### src/design/bcc_ram.sv
`timescale 1ns / 1ps
// Generic simple dual-port RAM: one write port, one read port, registered read.
// Depends on nothing.
module bcc_ram #(
  parameter int WIDTH = 8,
  parameter int DEPTH = 16
) (
  input  logic                     clk,
  input  logic                     we,
  input  logic [$clog2(DEPTH)-1:0] waddr,
  input  logic [WIDTH-1:0]         wdata,
  input  logic [$clog2(DEPTH)-1:0] raddr,
  output logic [WIDTH-1:0]         rdata
);

  logic [WIDTH-1:0] mem [DEPTH];

  always_ff @(posedge clk) begin
    if (we) begin
      mem[waddr] <= wdata;
    end
    rdata <= mem[raddr];
  end

endmodule

### config.mk
export PLATFORM = sky130hd
export DESIGN_NAME = bcc_ram
export DESIGN_NICKNAME = d
export VERILOG_FILES = /design/src/design/bcc_ram.sv
export SDC_FILE = /design/constraint.sdc
export NUM_CORES = 1
export LEC_CHECK = 0
export BUFFER_PORTS_ARGS = -buffer_cell sky130_fd_sc_hd__buf_4
export CELL_PAD_IN_SITES_DETAIL_PLACEMENT = 1
export CELL_PAD_IN_SITES_GLOBAL_PLACEMENT = 1
export CORE_MARGIN = 2
export CORE_UTILIZATION = 32
export DETAILED_ROUTE_END_ITERATION = 10
export GPL_ROUTABILITY_DRIVEN = 0
export PLACE_DENSITY = 0.57
export SETUP_SLACK_MARGIN = 0.4
export SLEW_MARGIN = 20
export SYNTH_ARGS = -nofsm -noshare
export SYNTH_HDL_FRONTEND = slang
export SYNTH_SLANG_ARGS = --single-unit
### constraint.sdc
create_clock -name clk -period 1.65 [get_ports clk]
set_input_delay 0.165 -clock clk [delete_from_list [all_inputs] [get_ports clk]]
set_output_delay 0.165 -clock clk [all_outputs]
set_load 0.05 [all_outputs]
==> results.txt <==
After synthesis, the mean cell area works out to 22.5 µm². In this run the most critical hold path is launched from wdata[2]. The number of different library cells used by synthesis comes to 19.

The relative contribution of sequential cells to total power came out at between 40% and 50%. The H-tree level count came out at 4. The layout has ~1.5k filler cells. The max-capacitance violation count came out at 0. The count of nets after finishing is 305. The number of cells on the worst hold path came out at 1. The portion of the clock cycle consumed by the worst path in the final layout is around three quarters. The part of the power in combinational logic is under 10%.

The number of pins with negative max-slew slack in the final report came out at 0. At the worst endpoint, the arrival time is 1.57 ns. In this run the static leakage power is between 2 and 2.5 nW. The count of input and output buffers is 25.

Of the cells placed in the final design, the portion with a size suffix greater than 1 is 41.7%. The die is approximately 130 µm tall. Sequential cells were found to cover ~78% of the synthesized design area. The maximum clock path buffer count is 2. The TritonCTS buffer count came out at 17. In this design, the largest share of critical-path delay is due to multiplexers. The worst-case vdd ir drop is around 0.90 mV. The number of nets with antenna violations after detailed routing is 0. The highest layer touched by signal routing is met4. The synthesized netlist occupies a cell area of around 5100 µm². In this run the worst hold path is classified as in2reg. The count of state elements after synthesis came out at 136. The number of cells traversed by the worst register-to-register path is 3. The row count is 46. The switching share of power is a little over a fifth. Measured against its own limit, the worst slew margin works out to 65.7%.

The fmax is between 0.7 and 0.8 GHz. The via count of the first global-routing pass came out at roughly 2.7k. The global route total overflow came out at 0. Relative to the synthesized area, the layout overhead comes to 24.3%.

The number of sinks on the clock net came out at roughly 140. The type of origin of the critical path is a flip-flop. The start-to-end type of the worst setup path is reg2reg. The reg-to-reg critical path endpoint is rdata[5].

The detailed-route wire length per cell came out at ~21 µm. The required time reported for the critical path endpoint came out at between 1.5 and 2 ns. The I/O pin count came out at 26. The critical path's largest stage delay came out at 0.49 ns.

STA classifies the critical path endpoint as a flip-flop. In the post-synthesis netlist, the biggest area contributors are edfxtp_1 (75%), mux4_2 (7.9%), mux4_1 (7.1%), dfxtp_1 (3.1%), a22oi_1 (2.3%). The number of buffer and inverter instances along the worst setup path is 0. Using the TritonRoute via totals, the vias-per-cell ratio works out to approximately 4.7.

Detailed placement ended at an HPWL of 7030 µm. Sorting the synthesized cells by how often they occur yields edfxtp_1 (128), mux4_2 (18), a22oi_1 (16), mux4_1 (14), nor2_1 (13). The buffer cell driving the clock tree root is clkbuf_16. The total power density per cell area is 1270 nW/µm². The slowest stage of the critical path belongs to the cell mux4_2. In this run the worst path has a maximum fanout of 1. In this run the standard cell core region covers 15800 µm².

TritonCTS built the clock tree. Entering global routing, the biggest net connects 17 pins. After clock tree synthesis, the clock-pin slew on the worst setup and hold paths is 0.06 ns. The number of antenna cells inserted is 0. After technology mapping, the gate count stands at 229. By instance count, the leading cell after synthesis is edfxtp_1.

The clock period minus final worst setup slack came out at 1.26 ns. The fraction of synthesized cell area taken by the top area cell type came out at 74.7%. At the later pin of the worst-skew pair, clock insertion delay measures around 0.4 ns. The yosys synthesis warning count is 0.

The number of DRC markers in iteration 0 came out at between 200 and 250. The total power of the final layout is about 0.008 W. The iteration count of the initial detailed-routing pass is 4. The detailed router put a total of between 4000 and 5000 µm of wire on met1.

The routed wire length on met2 came out at 5450 µm. The critical path goes through mux4_2, a22oi_2, nand2_1. The synthesized design spends more area on one cell type than any other, namely edfxtp_1.

The most frequently used flop master after synthesis is edfxtp_1. The routed design has 11000 µm of wire. Prior to clock tree synthesis, the placed netlist has a worst setup slack of around 0.018 ns.

Global routing used between 10 and 15% of the available tracks. The number of flops mapped to enable cells by yosys came out at around 130. The analysis attributes to net switching a power of between 0.0015 and 0.002 W. The final count of hold timing violations came to 0. The routed layout has roughly 2.4k vias. The net count after synthesis is 247.

The final setup skew came out at approximately 0.0056 ns. The DRC violations left came out at 0. The length of routed met3 wiring is around 360 µm. The global-route wire length before repair came out at about 17000 µm. The path with the worst hold slack has its endpoint at mem[10][2].

The total die area is about 17000 µm². The cell internal power dissipation came out at roughly 0.0064 W. For this run, asynchronously set or reset flops after synthesis account for 0%. In this run the horizontal extent of the chip is 131 µm. The starting density of the core came out at 32.5%.

The minimum setup slack among reg-to-reg paths is about 0.39 ns. The proportion of power drawn by the clock network is between 40% and 50%. Setup slack closes at between 0.3 and 0.4 ns. The final-report setup violation count came out at 0.

The initial antenna violation count came out at 0. In this run the critical register-to-register path is launched from mem[2][5]. Setup repair after global routing could not meet its margin everywhere. The flow ran to the end, and the final reports show no timing, DRC or antenna violations. The setup TNS came out at 0 ns. The pin slew with the least headroom to its limit came out at ~0.5 ns.
## cell usage in the layout (no fill, tap or decap), types with 2 or more instances in the layout
cell type	netlist	layout
a22oi_1	16	4
a22oi_2	0	12
buf_12	0	4
buf_4	1	45
bufinv_16	0	3
clkbuf_16	0	17
clkinv_1	0	4
clkinv_2	0	2
clkinvlp_4	0	6
dfxtp_1	8	8
edfxtp_1	128	128
mux4_1	14	5
mux4_2	18	27
nand2_1	9	8
nand2b_1	2	2
nand3b_1	2	2
nor2_1	13	10
nor2_2	0	3
nor3_2	0	3
## stage by stage
stage	utilization [%]	area [µm²]	hold slack [ns]	cells
2_1_floorplan	-	5190	0.264	229
4_1_cts	40.4	6390	0.0513	516
5_1_grt	40.4	6400	0.0734	516
6_report	40.4	6400	0.0641	516
3_3_place_gp	36.6	5790	0.481	484
3_5_place_dp	36.6	5790	0.495	484
## how the worst max path moves through the flow
stage / from / to / cells past startpoint
3_3_place_gp: raddr[0] / rdata[7] / 5
4_1_cts: mem[2][5] / rdata[5] / 3
2_1_floorplan: raddr[0] / rdata[1] / 5
6_report: mem[2][5] / rdata[5] / 3
3_5_place_dp: raddr[0] / rdata[2] / 5
5_1_grt: mem[10][6] / rdata[6] / 3
## layout make-up
| class | instances | area, µm² | share of cell area [%] |
|---|---|---|---|
| clock buffers | 17 | 425 | 6.65 |
| clock inverters | 15 | 160 | 2.50 |
| multi-input cells | 83 | 1120 | 17.5 |
| flip-flops and latches | 136 | 4000 | 62.6 |
| well taps | 216 | 270 | 4.22 |
| repair buffers | 49 | 418 | 6.53 |
## state kept, by name, summed over array words and instances, names as in the netlist
| signal | cells |
|---|---|
| mem | 128 |
| rdata | 8 |
## cell families after synthesis
family,after synthesis,synth area share [%]
AND/OR/NAND/NOR,35,3.18
AO/OA/AOI/OAI,16,2.33
flip-flops,136,77.8
multiplexers,32,15.0
buffers and inverters,10,1.68
## routing by layer
layer / up-vias / track usage, %
met5: - / 0
met4: 0 / 6.76
met3: 15 / 3.54
met2: 54 / 23.1
met1: 1287 / 18.3
li1: 1078 / -
## timing repair
action	in CTS	in global routing
pin swaps	8	2
endpoints found under the setup margin	8	8
hold buffers	0	0
resized for setup	18	4
setup buffers	0	0
## power by group through the flow
stage | clock network [W] | registers, W | logic (W)
global placement | 0 | 0.00396 | 0.000490
finish | 0.00371 | 0.00389 | 0.000513
detailed placement | 0 | 0.00396 | 0.000498
floorplan | 0 | 0.00403 | 0.000202
global route | 0.00391 | 0.00390 | 0.000554
CTS | 0.00379 | 0.00389 | 0.000521
Note: power is estimated with default switching activity, not from simulation.
